--- src/hdl/csvfs_pkg.sv ---
// Package with the shared types, constants and helpers of the CSV field splitter.
`timescale 1ns / 1ps
package csvfs_pkg;

   // Hard ceiling on buffered inner whitespace, so a flush plus its character
   // never exceeds 32 results for one input transaction.
   localparam int SPACE_STORE = 31;
   localparam int COUNT_W     = 5;

   localparam logic [7:0] CH_COMMA = 8'h2C;
   localparam logic [7:0] CH_QUOTE = 8'h22;

   localparam int QUEUE_DEPTH = 4;
   localparam int QPTR_W      = 2;
   localparam int QCNT_W      = 3;

   typedef enum logic [1:0] {
      CMD_SPACE = 2'd0,
      CMD_CHAR  = 2'd1,
      CMD_CLOSE = 2'd2
   } cmd_op_type;

   // One unit of work for the back end. For CMD_SPACE, num is the buffer slot
   // to write; for CMD_CHAR, num is how many buffered spaces go out first.
   typedef struct packed {
      cmd_op_type        op;
      logic [7:0]        ch;
      logic [COUNT_W-1:0] num;
      logic              line;
      logic              ovf;
   } cmd_type;

   typedef enum logic {
      BK_IDLE  = 1'b0,
      BK_FLUSH = 1'b1
   } back_state_type;

   function automatic logic is_space(input logic [7:0] c);
      is_space = (c == 8'd32) || ((c >= 8'd9) && (c <= 8'd13));
   endfunction

endpackage

--- src/hdl/csv_field_splitter.sv ---
// Top level of the CSV field splitter: front end, command queue and back end.
`timescale 1ns / 1ps
//
//   Channel   Direction  Handshake            Payload
//   req_      in         req_push / req_full  req_kind, req_char_in
//   rsp_      out        rsp_pop / rsp_empty  rsp_has_char, rsp_char_out, rsp_field_end,
//                                             rsp_line_end, rsp_space_overflow,
//                                             rsp_last_of_run
//
// The front end takes one character transaction per cycle while the four-entry
// command queue has room. The back end issues one result per cycle while the
// result register is free or being popped. A character with no buffered spaces
// ahead of it goes straight to the result register; a character that follows
// buffered inner spaces first starts a flush, then streams the spaces through
// the registered read of the whitespace buffer memory, and then issues the
// character itself. Buffering a space gives no result.
// Reset clears all control state; the whitespace buffer is not cleared,
// since only slots written in the current field are ever read.
// A stalled result side fills the command queue and then raises req_full.
//
// Each field is trimmed of leading and trailing whitespace. Inner whitespace is
// kept in a buffer of min(SPACE_DEPTH, 31) bytes; bytes beyond that are dropped and
// the field-end result carries the overflow flag.
module csv_field_splitter #(
   parameter int SPACE_DEPTH = 31
) (
   input  logic       clock,
   input  logic       reset,
   input  logic       req_push,
   output logic       req_full,
   input  logic       req_kind,
   input  logic [7:0] req_char_in,
   output logic       rsp_empty,
   input  logic       rsp_pop,
   output logic       rsp_has_char,
   output logic [7:0] rsp_char_out,
   output logic       rsp_field_end,
   output logic       rsp_line_end,
   output logic       rsp_space_overflow,
   output logic       rsp_last_of_run
);

   localparam int SPACE_LIMIT = (SPACE_DEPTH < csvfs_pkg::SPACE_STORE) ?
                                SPACE_DEPTH : csvfs_pkg::SPACE_STORE;

   logic               accept;
   logic               cmd_push;
   csvfs_pkg::cmd_type cmd;
   logic               q_full, q_empty, q_pop;
   csvfs_pkg::cmd_type q_head;

   // A transaction is taken whenever the queue has room; every character
   // produces at most one command, so one free slot is enough.
   assign req_full = q_full;
   assign accept   = req_push && !q_full;

   csvfs_front #(
      .SPACE_LIMIT(SPACE_LIMIT)
   ) u_front (
      .clock      (clock),
      .reset      (reset),
      .accept     (accept),
      .req_kind   (req_kind),
      .req_char_in(req_char_in),
      .cmd_push   (cmd_push),
      .cmd_out    (cmd)
   );

   csvfs_cmd_queue u_queue (
      .clock   (clock),
      .reset   (reset),
      .push    (cmd_push),
      .push_cmd(cmd),
      .full    (q_full),
      .empty   (q_empty),
      .head    (q_head),
      .pop     (q_pop)
   );

   csvfs_back #(
      .SPACE_LIMIT(SPACE_LIMIT)
   ) u_back (
      .clock             (clock),
      .reset             (reset),
      .q_empty           (q_empty),
      .q_head            (q_head),
      .q_pop             (q_pop),
      .rsp_empty         (rsp_empty),
      .rsp_pop           (rsp_pop),
      .rsp_has_char      (rsp_has_char),
      .rsp_char_out      (rsp_char_out),
      .rsp_field_end     (rsp_field_end),
      .rsp_line_end      (rsp_line_end),
      .rsp_space_overflow(rsp_space_overflow),
      .rsp_last_of_run   (rsp_last_of_run)
   );

   // The front end never writes a command into a full queue.
   a_no_queue_overflow: assert property (@(posedge clock) disable iff (reset)
      cmd_push |-> !q_full)
      else $error("command written into a full queue");

   // A waiting result is either a character or a field end, never both.
   a_char_xor_end: assert property (@(posedge clock) disable iff (reset)
      !rsp_empty |-> (rsp_has_char != rsp_field_end))
      else $error("result is both a character and a field end");

   // A field end is always the final result of its transaction.
   a_end_is_last: assert property (@(posedge clock) disable iff (reset)
      (!rsp_empty && rsp_field_end) |-> rsp_last_of_run)
      else $error("field end not marked as last of run");

   // Line end and overflow flags only appear on field-end results.
   a_flags_on_end: assert property (@(posedge clock) disable iff (reset)
      (!rsp_empty && (rsp_line_end || rsp_space_overflow)) |-> rsp_field_end)
      else $error("field-end flag on a character result");

endmodule

--- src/hdl/csvfs_front.sv ---
// Front end: tracks quoting and field trimming state and turns each character into a command.
`timescale 1ns / 1ps
module csvfs_front #(
   parameter int SPACE_LIMIT = 31
) (
   input  logic                clock,
   input  logic                reset,
   input  logic                accept,
   input  logic                req_kind,
   input  logic [7:0]          req_char_in,
   output logic                cmd_push,
   output csvfs_pkg::cmd_type  cmd_out
);

   logic                            in_quotes_ff, in_quotes_in;
   logic                            quote_pending_ff, quote_pending_in;
   logic                            field_started_ff, field_started_in;
   logic [csvfs_pkg::COUNT_W-1:0]   space_count_ff, space_count_in;
   logic                            overflow_seen_ff, overflow_seen_in;

   always_ff @(posedge clock) begin
      if (reset) begin
         in_quotes_ff     <= 1'b0;
         quote_pending_ff <= 1'b0;
         field_started_ff <= 1'b0;
         space_count_ff   <= '0;
         overflow_seen_ff <= 1'b0;
      end else begin
         in_quotes_ff     <= in_quotes_in;
         quote_pending_ff <= quote_pending_in;
         field_started_ff <= field_started_in;
         space_count_ff   <= space_count_in;
         overflow_seen_ff <= overflow_seen_in;
      end
   end

   always_comb begin
      logic quoting;
      logic handled;
      logic is_content;
      logic do_close;
      quoting          = in_quotes_ff;
      handled          = 1'b0;
      is_content       = 1'b0;
      do_close         = 1'b0;
      in_quotes_in     = in_quotes_ff;
      quote_pending_in = quote_pending_ff;
      field_started_in = field_started_ff;
      space_count_in   = space_count_ff;
      overflow_seen_in = overflow_seen_ff;
      cmd_push         = 1'b0;
      cmd_out.op       = csvfs_pkg::CMD_CHAR;
      cmd_out.ch       = req_char_in;
      cmd_out.num      = '0;
      cmd_out.line     = req_kind;
      cmd_out.ovf      = overflow_seen_ff;

      if (accept) begin
         if (req_kind) begin
            quote_pending_in = 1'b0;
            quoting          = 1'b0;
            do_close         = 1'b1;
         end else begin
            // A pending quote is settled by this character: a second quote is
            // a literal quote, anything else ends the quoted section.
            if (quote_pending_ff) begin
               quote_pending_in = 1'b0;
               if (req_char_in == csvfs_pkg::CH_QUOTE) begin
                  is_content = 1'b1;
                  handled    = 1'b1;
               end else begin
                  quoting = 1'b0;
               end
            end
            if (!handled) begin
               if (req_char_in == csvfs_pkg::CH_QUOTE) begin
                  if (quoting) begin
                     quote_pending_in = 1'b1;
                  end else begin
                     quoting = 1'b1;
                  end
               end else if ((req_char_in == csvfs_pkg::CH_COMMA) && !quoting) begin
                  do_close = 1'b1;
               end else begin
                  is_content = 1'b1;
               end
            end
         end
         in_quotes_in = quoting;

         if (do_close) begin
            cmd_push         = 1'b1;
            cmd_out.op       = csvfs_pkg::CMD_CLOSE;
            field_started_in = 1'b0;
            space_count_in   = '0;
            overflow_seen_in = 1'b0;
         end else if (is_content) begin
            if (csvfs_pkg::is_space(req_char_in)) begin
               // Leading whitespace is dropped; inner whitespace is held back.
               if (field_started_ff) begin
                  if (space_count_ff < csvfs_pkg::COUNT_W'(SPACE_LIMIT)) begin
                     cmd_push       = 1'b1;
                     cmd_out.op     = csvfs_pkg::CMD_SPACE;
                     cmd_out.num    = space_count_ff;
                     space_count_in = space_count_ff + csvfs_pkg::COUNT_W'(1);
                  end else begin
                     overflow_seen_in = 1'b1;
                  end
               end
            end else begin
               cmd_push         = 1'b1;
               cmd_out.op       = csvfs_pkg::CMD_CHAR;
               cmd_out.num      = field_started_ff ? space_count_ff : '0;
               space_count_in   = '0;
               field_started_in = 1'b1;
            end
         end
      end
   end

endmodule

--- src/hdl/csvfs_cmd_queue.sv ---
// Short command queue that decouples the front end from the back end.
`timescale 1ns / 1ps
module csvfs_cmd_queue (
   input  logic                clock,
   input  logic                reset,
   input  logic                push,
   input  csvfs_pkg::cmd_type  push_cmd,
   output logic                full,
   output logic                empty,
   output csvfs_pkg::cmd_type  head,
   input  logic                pop
);

   csvfs_pkg::cmd_type               entry_ff [csvfs_pkg::QUEUE_DEPTH];
   logic [csvfs_pkg::QPTR_W-1:0]     wr_ptr_ff, rd_ptr_ff;
   logic [csvfs_pkg::QCNT_W-1:0]     count_ff;
   logic                             do_push, do_pop;

   assign full    = (count_ff == csvfs_pkg::QCNT_W'(csvfs_pkg::QUEUE_DEPTH));
   assign empty   = (count_ff == '0);
   assign head    = entry_ff[rd_ptr_ff];
   assign do_push = push && !full;
   assign do_pop  = pop && !empty;

   always_ff @(posedge clock) begin
      if (reset) begin
         wr_ptr_ff <= '0;
         rd_ptr_ff <= '0;
         count_ff  <= '0;
      end else begin
         if (do_push) begin
            wr_ptr_ff <= wr_ptr_ff + csvfs_pkg::QPTR_W'(1);
         end
         if (do_pop) begin
            rd_ptr_ff <= rd_ptr_ff + csvfs_pkg::QPTR_W'(1);
         end
         if (do_push && !do_pop) begin
            count_ff <= count_ff + csvfs_pkg::QCNT_W'(1);
         end else if (do_pop && !do_push) begin
            count_ff <= count_ff - csvfs_pkg::QCNT_W'(1);
         end
      end
   end

   always_ff @(posedge clock) begin
      if (do_push) begin
         entry_ff[wr_ptr_ff] <= push_cmd;
      end
   end

endmodule

--- src/hdl/csvfs_back.sv ---
// Back end: holds the whitespace buffer, runs flushes and drives the result register.
`timescale 1ns / 1ps
module csvfs_back #(
   parameter int SPACE_LIMIT = 31
) (
   input  logic                clock,
   input  logic                reset,
   input  logic                q_empty,
   input  csvfs_pkg::cmd_type  q_head,
   output logic                q_pop,
   output logic                rsp_empty,
   input  logic                rsp_pop,
   output logic                rsp_has_char,
   output logic [7:0]          rsp_char_out,
   output logic                rsp_field_end,
   output logic                rsp_line_end,
   output logic                rsp_space_overflow,
   output logic                rsp_last_of_run
);

   localparam int IDX_W = (SPACE_LIMIT > 1) ? $clog2(SPACE_LIMIT) : 1;

   logic [7:0]                      space_ram [SPACE_LIMIT];
   csvfs_pkg::back_state_type       state_ff, state_in;
   logic [csvfs_pkg::COUNT_W-1:0]   idx_ff, idx_in;
   logic                            rvalid_ff, rvalid_in;
   logic [7:0]                      rdata_ff;
   logic                            rd_en, wr_en;

   logic                            out_valid_ff;
   logic                            has_char_ff, has_char_in;
   logic [7:0]                      char_ff, char_in;
   logic                            field_end_ff, field_end_in;
   logic                            line_end_ff, line_end_in;
   logic                            ovf_ff, ovf_in;
   logic                            last_ff, last_in;
   logic                            out_load, out_free;

   assign out_free = !out_valid_ff || rsp_pop;

   always_comb begin
      logic r_taken;
      logic r_room;
      r_taken      = 1'b0;
      r_room       = 1'b0;
      state_in     = state_ff;
      idx_in       = idx_ff;
      rvalid_in    = rvalid_ff;
      rd_en        = 1'b0;
      wr_en        = 1'b0;
      q_pop        = 1'b0;
      out_load     = 1'b0;
      has_char_in  = 1'b1;
      char_in      = q_head.ch;
      field_end_in = 1'b0;
      line_end_in  = 1'b0;
      ovf_in       = 1'b0;
      last_in      = 1'b1;

      unique case (state_ff)
         csvfs_pkg::BK_IDLE: begin
            if (!q_empty) begin
               unique case (q_head.op)
                  csvfs_pkg::CMD_SPACE: begin
                     wr_en = 1'b1;
                     q_pop = 1'b1;
                  end
                  csvfs_pkg::CMD_CHAR: begin
                     if (q_head.num == '0) begin
                        if (out_free) begin
                           out_load = 1'b1;
                           q_pop    = 1'b1;
                        end
                     end else begin
                        state_in = csvfs_pkg::BK_FLUSH;
                        idx_in   = '0;
                     end
                  end
                  csvfs_pkg::CMD_CLOSE: begin
                     if (out_free) begin
                        out_load     = 1'b1;
                        q_pop        = 1'b1;
                        has_char_in  = 1'b0;
                        char_in      = '0;
                        field_end_in = 1'b1;
                        line_end_in  = q_head.line;
                        ovf_in       = q_head.ovf;
                     end
                  end
                  default: begin
                     q_pop = 1'b1;
                  end
               endcase
            end
         end
         csvfs_pkg::BK_FLUSH: begin
            // Buffered spaces stream out through the registered read stage;
            // the character that triggered the flush follows the last one.
            if (rvalid_ff && out_free) begin
               out_load = 1'b1;
               char_in  = rdata_ff;
               last_in  = 1'b0;
               r_taken  = 1'b1;
            end
            r_room = !rvalid_ff || r_taken;
            if (idx_ff < q_head.num) begin
               if (r_room) begin
                  rd_en     = 1'b1;
                  rvalid_in = 1'b1;
                  idx_in    = idx_ff + csvfs_pkg::COUNT_W'(1);
               end
            end else begin
               if (r_taken) begin
                  rvalid_in = 1'b0;
               end
               if (!rvalid_ff && out_free) begin
                  out_load = 1'b1;
                  q_pop    = 1'b1;
                  state_in = csvfs_pkg::BK_IDLE;
               end
            end
         end
         default: begin
            state_in = csvfs_pkg::BK_IDLE;
         end
      endcase
   end

   always_ff @(posedge clock) begin
      if (reset) begin
         state_ff     <= csvfs_pkg::BK_IDLE;
         idx_ff       <= '0;
         rvalid_ff    <= 1'b0;
         out_valid_ff <= 1'b0;
      end else begin
         state_ff  <= state_in;
         idx_ff    <= idx_in;
         rvalid_ff <= rvalid_in;
         if (out_load) begin
            out_valid_ff <= 1'b1;
         end else if (rsp_pop) begin
            out_valid_ff <= 1'b0;
         end
      end
   end

   always_ff @(posedge clock) begin
      if (wr_en) begin
         space_ram[q_head.num[IDX_W-1:0]] <= q_head.ch;
      end
      if (rd_en) begin
         rdata_ff <= space_ram[idx_ff[IDX_W-1:0]];
      end
   end

   always_ff @(posedge clock) begin
      if (out_load) begin
         has_char_ff  <= has_char_in;
         char_ff      <= char_in;
         field_end_ff <= field_end_in;
         line_end_ff  <= line_end_in;
         ovf_ff       <= ovf_in;
         last_ff      <= last_in;
      end
   end

   assign rsp_empty          = !out_valid_ff;
   assign rsp_has_char       = has_char_ff;
   assign rsp_char_out       = char_ff;
   assign rsp_field_end      = field_end_ff;
   assign rsp_line_end       = line_end_ff;
   assign rsp_space_overflow = ovf_ff;
   assign rsp_last_of_run    = last_ff;

endmodule
--- config.mk ---
export PLATFORM = sky130hd
export DESIGN_NAME = csv_field_splitter
export DESIGN_NICKNAME = d
export VERILOG_FILES = /design/src/hdl/csvfs_pkg.sv /design/src/hdl/csv_field_splitter.sv /design/src/hdl/csvfs_front.sv /design/src/hdl/csvfs_cmd_queue.sv /design/src/hdl/csvfs_back.sv
export SDC_FILE = /design/constraint.sdc
export NUM_CORES = 1
export LEC_CHECK = 0
export ABC_AREA = 1
export BUFFER_PORTS_ARGS = -buffer_cell sky130_fd_sc_hd__buf_2
export CAP_MARGIN = 10
export CORE_ASPECT_RATIO = 1.25
export CORE_MARGIN = 2
export CORE_UTILIZATION = 35
export CTS_CLUSTER_SIZE = 14
export DETAILED_ROUTE_END_ITERATION = 8
export PLACE_DENSITY = 0.48
export SETUP_SLACK_MARGIN = 0.3
export SLEW_MARGIN = 10
export SYNTH_ARGS = -nofsm -noshare
export SYNTH_HDL_FRONTEND = slang
export SYNTH_HIERARCHICAL = 1
export SYNTH_SLANG_ARGS = --single-unit
--- constraint.sdc ---
create_clock -name clock -period 3.5 [get_ports clock]
set_input_delay 0 -clock clock [delete_from_list [all_inputs] [get_ports clock]]
set_output_delay 0 -clock clock [all_outputs]
set_load 0.01 [all_outputs]
* Yosys cells after proc, flatten, opt, wreduce, memory -nomap -nowiden
Memory sizes are Yosys's and may differ from the RTL's. A register that Yosys moved wholly into a read port is not among the register bits.
Index checks and enable logic that the tools add are counted.
** Word-level totals
- Bits in registers :: 37
- Memory bits (writable) :: 316
- Input bits :: 13
- Memories kept :: 2
** Cells by class
- Add/sub/neg operators :: 6
- $lt $le $gt $ge :: 4
- Equal/unequal tests :: 16
- Multiplexer cells :: 109
- Bitwise operators :: 3
- Reduce and logical (&&, ||, !) cells :: 35
** Memory list
- u_back.space_ram :: depth 31, width 8, rd ports 1, clocked after memory_dff 1, wr ports 1, line csvfs_back.sv:23 : logic [7:0] space_ram [SPACE_LIMIT];
- u_queue.entry_ff :: depth 4, width 17, rd ports 1, clocked after memory_dff 1, wr ports 1, line csvfs_cmd_queue.sv:14 : csvfs_pkg::cmd_type entry_ff [csvfs_pkg::QUEUE_DEPTH];
** Operator list (count)
- $mux W5 :: 17
- $mux W1 :: 72
- $mux W8 :: 4
- $eq A8 B6 Y1 const B :: 3
- $pmux W8 S2 :: 1
- $mux W2 :: 7
- $reduce_bool A2 Y1 :: 6
- $add A5 B1 Y5 const B :: 2
- $ne A2 B2 Y1 const B :: 5
- $pmux W1 S2 :: 5
- $pmux W5 S2 :: 1
- $reduce_and A5 Y1 :: 2
- $logic_and A1 B1 Y1 :: 9
- $ge A8 B4 Y1 const B :: 1
- $le A8 B4 Y1 const B :: 1
- $logic_not A1 Y1 :: 7
- $mux W3 :: 2
- $ne A2 B1 Y1 const B :: 3
- $reduce_and A3 Y1 :: 2
- $logic_not A5 Y1 :: 1
- $lt A5 B5 Y1 :: 1
- $lt A5 B5 Y1 const B :: 1
- $add A2 B1 Y2 const B :: 2
- $reduce_and A4 Y1 :: 1
- other kinds (13) :: 17

* Depth between registers and ports, before layout
Gate-level depths: netlist of run 1.
- Depth in word-level cells :: 20
- Mapped depth :: 23
- Mapped depth without buffers :: 21

* By module
Netlist of run 1, hierarchy kept.
** By module, submodules not included
- csvfs_back :: times used 1, cells an instance 994, area an instance 11576.1 um^2, sequential area each 8237.9 um^2
- csvfs_cmd_queue :: times used 1, cells an instance 234, area an instance 3081.7 um^2, sequential area each 2222.1 um^2
- csvfs_front :: times used 1, cells an instance 127, area an instance 805.8 um^2, sequential area each 180.2 um^2
- csv_field_splitter :: times used 1, cells an instance 2, area an instance 10.0 um^2, sequential area each 0.0 um^2

* Worst setup path after synthesis of run 1
Ideal clock, no wire load.
- Path type :: reg2reg
- Start :: register (tool-made name)
- End :: register u_queue/count_ff[1] (netlist name)
- Data arrival time :: 3.016 ns
- Data required time :: 3.384 ns
- Slack :: 0.368 ns
- Cell stages (with the launch flop) :: 20
- Period minus slack after synthesis :: 3.132 ns
- Cell sequence :: dfxtp_1 > buf_6 > inv_6 > buf_4 > nor2_1 > o22ai_1 > inv_1 > ha_1 > nand2_1 > nor2_1 > nand2_1 > nand2_1 > nand3_1 > o21ai_0 > nand2_2 > ha_1 > inv_1 > fa_1 > o21ai_0 > nor2_1
** RTL lines
- end signal, assigned :: line csvfs_cmd_queue.sv:38 : count_ff <= count_ff + csvfs_pkg::QCNT_W'(1);
- end signal, assigned :: line csvfs_cmd_queue.sv:40 : count_ff <= count_ff - csvfs_pkg::QCNT_W'(1);
- end, declared :: line csvfs_cmd_queue.sv:16 : logic [csvfs_pkg::QCNT_W-1:0] count_ff;

==> impl_metrics.json, run 1 <==
{
  "grt_antenna_before_repair": 0,
  "cp_num_buf_inv": 6,
  "drc_errors": 0,
  "hold_path_class": "in -> reg",
  "layout_min_cycle_time_ns": 2.97,
  "cts_tree": "yes",
  "ys_seq_elements": 363,
  "finish.net_count": 1469,
  "fin_crit_sh": 0.847,
  "clk_latency_ns": 0.54,
  "routed_wl_microns": 39500,
  "via_count": 9997,
  "max_stage_delay_ns": 0.42,
  "post_route_cells_drive_above_1_share": 0.154,
  "antenna_violating_nets_post_route": 0,
  "clockRootBuffer": "clkbuf_16",
  "clock_sinks": 363,
  "postSynthNetCount": 1385,
  "die_w_microns": 192,
  "synth_warnings": 6,
  "finalSetupViolCount": 0,
  "level_count_of_the_clock_h_tree": 2,
  "filler_free_cell_count_of_the_finished_design": 2042,
  "synthToLayoutAreaGrowth_pct": 16.3,
  "timing_max_transition_violations_final": 0,
  "grt_first_pass_wirelength_microns": 60300,
  "fillers": 4197,
  "synthesized_area_sq_um": 15500,
  "synth_flop_cell": "edfxtp_1",
  "fin_total_pwr_mw": 13.1,
  "power_per_cell_area_nw_per_um2": 730,
  "critPathMaxFanout": 7,
  "worst_slew_pin_slew_ns": 0.966,
  "synth_edf_count": 337,
  "wire_per_inst_microns": 19.3,
  "cts_buffer_depth": 3,
  "rsz_0062_raised_after_global_routing": "false",
  "dr.first_iter.drc_count": 618,
  "register_area_share_after_synthesis": 0.688,
  "initial_core_util": 0.352,
  "relSlewSlack": 0.356,
  "coreArea_sq_um": 43900,
  "crit_path_start_kind": "flip-flop",
  "hpwl_microns": 25200,
  "track_usage": 0.176,
  "achievable-frequency_mhz": 337,
  "critical_path.cell_chain": "buf_6, buf_4, o21ai_0, o22ai_1, inv_1, ha_1, nand3_1, a21oi_1, o21ai_1, o21ai_1, buf_4, nand2_2, ha_2, inv_1, fa_1, inv_1, nand2_1, nand3_1, nand2_1, nand2_1, nor2_1",
  "power.static_leakage_nw": 6.44,
  "timing.setup.tns_ns": 0,
  "timing.critical_path.to_type": "flip-flop",
  "dieArea_sq_um": 45900,
  "timing_worst_setup_path_type": "reg -> reg",
  "drv_cap": 0,
  "status": "finished clean",
  "crit_arrival_ns": 3.40,
  "synth_async_sr_flop_share": 0,
  "post_synth_inst_count": 1357,
  "critPathTopFamily": "adder cells",
  "port_buffers": 27,
  "place_inst": 1958,
  "floorplan.die.height_microns": 239,
  "syn-mean-instance-area_sq_um": 11.4,
  "cts.clk_slew.worst_paths_ns": 0.06,
  "io-pin-count": 28,
  "cp_data_required_time_ns": 3.93,
  "antenna_cells": 0,
  "gp_routability_congestion": 0.787,
  "critPathSlowestCell": "dfxtp_4",
  "number_of_global_route_vias_before_repair": 9960,
  "hold_viol": 0,
  "detail_route.first_pass.iterations": 7,
  "cts_buffers": 38,
  "fin_worst_skew_ns": 0.0225,
  "drt-vias-per-instance": 4.90,
  "rows": 86,
  "worst_ir_drop_vdd_mv": 0.356,
  "grt_start_max_net_pins": 92,
  "grt_remaining_overflow": 0,
  "synth.lib_cells_used.distinct": 39
}
-- worst paths after layout --
check                                          startpoint                         to  slack, ns  depth (start not counted)
worst max-delay path                            flip-flop        u_queue/count_ff[2]       0.53                         21
worst min-delay path                       req_char_in[2]     u_queue/entry_ff[0][9]       0.27                          2
worst max register to register                  flip-flop        u_queue/count_ff[2]       0.53                         21
worst min register to register  u_front/space_count_ff[4]  u_front/space_count_ff[4]       0.49                          2
-- routing by layer --
layer	up-vias	wire length, microns	global-route usage
met5	-	0	0
met4	0	1220	0.0588
met3	54	1280	0.0226
met2	165	20500	0.315
met1	4895	16500	0.218
li1	4883	-	-
-- synth_stat cells, types with 16 or more instances --
| master | count | area (sq um) |
|---|---|---|
| nand2_1 | 152 | 571 |
| buf_6 | 18 | 203 |
| o211ai_1 | 33 | 248 |
| o22ai_1 | 18 | 113 |
| o21ai_0 | 111 | 556 |
| dfxtp_1 | 26 | 521 |
| inv_1 | 75 | 282 |
| a21oi_1 | 36 | 180 |
| buf_2 | 18 | 90.1 |
| o21ai_1 | 43 | 215 |
| nor2_1 | 300 | 1130 |
| nand3_1 | 70 | 350 |
| buf_4 | 16 | 120 |
| edfxtp_1 | 337 | 10100 |
-- flip-flops by register name (all words and copies together) (netlist names), 2 cells and up, named ones only --
signal and flops:
u_back/space_ram 248, u_queue/entry_ff 68, u_back/rdata_ff 8, u_back/rsp_char_out 8
u_back/idx_ff 5, u_front/space_count_ff 5, u_queue/count_ff 3, u_queue/rd_ptr_ff 2
u_queue/wr_ptr_ff 2
-- through the flow --
step,setup slack (ns),utilization,hold slack (ns),area [sq um]
floorplan,0.368,-,0.0691,15500
global placement,0.244,0.375,0.260,16500
detailed placement,0.192,0.375,0.260,16500
CTS,0.310,0.407,0.273,17900
global route,0.317,0.410,0.300,18000
finish,0.535,0.410,0.273,18000
-- final cells by class --
cell class                 count  area, sq um  share of cell area
multi-input combinational    837         4130               0.229
tap                          572          716              0.0398
sequential                   363        10700               0.592
inverter                      88          345              0.0192
clock buffer                  45         1040              0.0578
timing repair buffer         113          856              0.0475
clock inverter                24          262              0.0145
-- worst register-to-register path: stages, from the launching register on --
cell	delay, ns
dfxtp_4	0.42
buf_6	0.13
buf_4	0.12
o21ai_0	0.08
o22ai_1	0.20
inv_1	0.09
ha_1	0.21
nand3_1	0.09
a21oi_1	0.08
o21ai_1	0.18
o21ai_1	0.10
buf_4	0.15
nand2_2	0.08
ha_2	0.18
inv_1	0.06
fa_1	0.38
inv_1	0.07
nand2_1	0.04
nand3_1	0.08
nand2_1	0.05
nand2_1	0.05
nor2_1	0.04
-- layout by cell type (no fill, tap or decap), types with 13 or more instances in the layout --
cell         n
nand2_1    152
clkbuf_16   41
o21ai_0    109
buf_2       27
o22ai_2     13
buf_4       69
edfxtp_1   337
o211ai_1    33
inv_1       72
a21oi_1     35
dfxtp_1     22
o21ai_1     45
nor2_1     299
nand3_1     69
-- timing repair --
action                     in CTS  in global routing
gates resized for setup         2                 25
setup buffers                   0                  3
hold buffers                   12                  0
cloned                          0                  0
setup endpoints to repair       2                  2
hold endpoints to repair       54                  0
pin swaps                       0                  3
-- where the power goes --
group	switching, mW	internal (mW)
clock	1.63	2.56
combinational	2.34	0.916
sequential	0.158	5.54
-- logic make-up after synthesis --
kind of cell             count (synthesis)  synth area share
AO/OA/AOI/OAI                          254            0.0931
adder cells (fa/ha/maj)                 15            0.0126
XOR/XNOR                                 6           0.00340
AND/OR/NAND/NOR                        562             0.150
flip-flops                             363             0.688
buffers and inverters                  157            0.0528
No activity file was read; power rests on OpenSTA's default activity.
==> run 2, diff against run 1 <==
--- a/config.mk
+++ b/config.mk
@@ -13,7 +13,7 @@
 export CORE_UTILIZATION = 35
 export CTS_CLUSTER_SIZE = 14
 export DETAILED_ROUTE_END_ITERATION = 8
-export PLACE_DENSITY = 0.48
+export PLACE_DENSITY = 0.5
 export SETUP_SLACK_MARGIN = 0.3
 export SLEW_MARGIN = 10
 export SYNTH_ARGS = -nofsm -noshare
==> constraint.sdc (replaced) <==
create_clock -name clock -period 2.62 [get_ports clock]
set_input_delay 0 -clock clock [delete_from_list [all_inputs] [get_ports clock]]
set_output_delay 0 -clock clock [all_outputs]
set_load 0.01 [all_outputs]
==> impl_metrics.json, run 2 (same netlist as run 1, synthesis figures left out) <==
{
  "status": "finished with violations",
  "violations": "negative setup slack",
  "grt_first_pass_wirelength_microns": 60300,
  "cts_buffer_depth": 3,
  "antenna_cells": 0,
  "worst_ir_drop_vdd_mv": 0.561,
  "dieArea_sq_um": 45900,
  "worst-path-stages": 22,
  "fin_total_pwr_mw": 18.5,
  "setup_ws_ns": -0.157,
  "cp_data_required_time_ns": 3.06,
  "grt_start_max_net_pins": 100,
  "dr.first_iter.drc_count": 795,
  "hold_path_class": "in -> reg",
  "holdCritStartpoint": "req_char_in[4]",
  "grt_antenna_before_repair": 0,
  "drt-vias-per-instance": 4.86,
  "rsz_0062_raised_after_global_routing": "true",
  "coreArea_sq_um": 43900,
  "power.static_leakage_nw": 6.72,
  "layout.cells.most_common_list": "edfxtp_1, nor2_1, nand2_1",
  "level_count_of_the_clock_h_tree": 2,
  "timing.critical_path.to_type": "flip-flop",
  "post_route_cells_drive_above_1_share": 0.229,
  "min_to": "u_front/quote_pending_ff",
  "hold_viol": 0,
  "clock_sinks": 363,
  "initial_core_util": 0.352,
  "fillers": 4129,
  "fin_worst_skew_ns": 0.0207,
  "die_w_microns": 192,
  "final_core_utilization": 0.432,
  "crit_path_start_kind": "flip-flop",
  "drv_cap": 0,
  "worst_setup_slack_for_register_to_register_paths_ns": -0.16,
  "clk_latency_ns": 0.54,
  "critPathTopFamily": "adder cells",
  "critical_path.cell_chain": "buf_6, buf_16, nor2_4, o22ai_4, inv_2, ha_4, nand2_4, inv_2, a21oi_2, nand2_2, nand3_4, o21ai_4, nand2_2, ha_4, inv_4, fa_2, inv_2, nand2_1, nand3_2, nand2_1, nand2_1, nor2_1",
  "number_of_flip_flops_in_the_largest_register": 248,
  "cts_buffers": 38,
  "detail_route.first_pass.iterations": 5,
  "critPathMaxFanout": 7,
  "timing_worst_setup_path_type": "reg -> reg",
  "wire_per_inst_microns": 18.6,
  "floorplan.die.height_microns": 239,
  "commonest_non_fill_non_tap_cell_in_the_layout": "edfxtp_1",
  "relSlewSlack": 0.561,
  "rr_endpoint": "u_queue/count_ff[2]",
  "crit_arrival_ns": 3.21,
  "power_per_cell_area_nw_per_um2": 973,
  "r2r.worst_path.cells": 22,
  "via_count": 10200,
  "layout_min_cycle_time_ns": 2.78,
  "synthToLayoutAreaGrowth_pct": 22.6,
  "finalSetupViolCount": 2,
  "timing_max_transition_violations_final": 0,
  "hold_path_depth": 8,
  "io-pin-count": 28,
  "drc_errors": 0,
  "gp_routability_congestion": 0.800,
  "placement.setup.worst_slack_ns": -0.262,
  "max_stage_delay_ns": 0.39,
  "hpwl_microns": 25400,
  "cts.clk_slew.worst_paths_ns": 0.06,
  "critPathSlowestCell": "fa_2",
  "rows": 86,
  "clockRootBuffer": "clkbuf_16",
  "cp_num_buf_inv": 6,
  "grt_remaining_overflow": 0,
  "antenna_violating_nets_post_route": 0,
  "cts_tree": "yes",
  "fin_crit_sh": 1.06,
  "number_of_global_route_vias_before_repair": 10300,
  "finish.net_count": 1524,
  "track_usage": 0.173,
  "worst_slew_pin_slew_ns": 0.658,
  "port_buffers": 27,
  "routed_wl_microns": 39000,
  "achievable-frequency_mhz": 360
}
run 2: changes by cell type in the layout (fill, tap and decap cells not counted), moves of 5 or more:
cell and change:
ha_4 +5, inv_1 -7, nand2_2 +7, buf_4 +28
nor2_4 +22, buf_12 +8, nor2_2 +9, nor2_1 -31
ha_1 -5, inv_2 +5, nand2_1 -8, buf_6 +15
run 2: worst max path at each step:
stage	endpoint	slack [ns]
after floorplan	u_queue/count_ff[1]	-0.12
after global placement	u_queue/count_ff[1]	-0.20
after detailed placement	u_queue/count_ff[1]	-0.26
after CTS	u_queue/count_ff[1]	-0.14
after global routing	u_queue/count_ff[2]	-0.29
final	u_queue/count_ff[2]	-0.16
run 2: final cells by class:
type | count | area, sq um | area share
repair buffers | 166 | 1450 | 0.0763
clock buffers | 43 | 970 | 0.0511
multi-input cells | 837 | 4550 | 0.240
clock inverters | 27 | 253 | 0.0133
inverters | 88 | 365 | 0.0193
repair inverters | 2 | 16.3 | 0.000857
flip-flops and latches | 363 | 10700 | 0.561
well taps | 572 | 716 | 0.0377
run 2: metal layers:
metal  share of wire  vias to the layer above  track usage
met2            0.51                      193        0.306
met4           0.027                        0       0.0514
li1                -                     5000            -
met5               0                        -            0
met1            0.42                     4953        0.220
met3           0.039                       57       0.0242
run 2: worst register-to-register path, stage by stage, from the launching register on:
cell and delay [ns]:
dfxtp_4 0.38, buf_6 0.12, buf_16 0.12, nor2_4 0.04, o22ai_4 0.14, inv_2 0.08
ha_4 0.25, nand2_4 0.08, inv_2 0.04, a21oi_2 0.17, nand2_2 0.11, nand3_4 0.09
o21ai_4 0.08, nand2_2 0.09, ha_4 0.15, inv_4 0.04, fa_2 0.39, inv_2 0.05
nand2_1 0.05, nand3_2 0.08, nand2_1 0.05, nand2_1 0.05, nor2_1 0.04
run 2: timing repair:
item,in CTS,in global routing
pin swaps,14,30
hold endpoints to repair,57,0
hold buffers,12,0
setup buffers,8,9
endpoints found under the setup margin,268,256
cloned,1,3
gates resized for setup,64,49
run 2: through the flow:
step	hold WS, ns	setup TNS (ns)	instance area (sq um)	cells
after floorplan	0.0617	-0.124	15600	1357
after global placement	0.261	-1.11	17000	1995
after detailed placement	0.259	-2.06	17000	1995
after CTS	0.0881	-0.218	18600	2086
after global routing	0.129	-0.567	19000	2098
final	0.0989	-0.301	19000	2098
run 2: power breakdown:
part           leakage, nW  switching, mW  internal [mW]  total (mW)
Clock                0.601           2.24           3.08        5.31
Sequential            3.27          0.155           7.40        7.55
Combinational         2.86           3.65           1.94        5.59
Total                 6.72           6.04           12.4        18.5
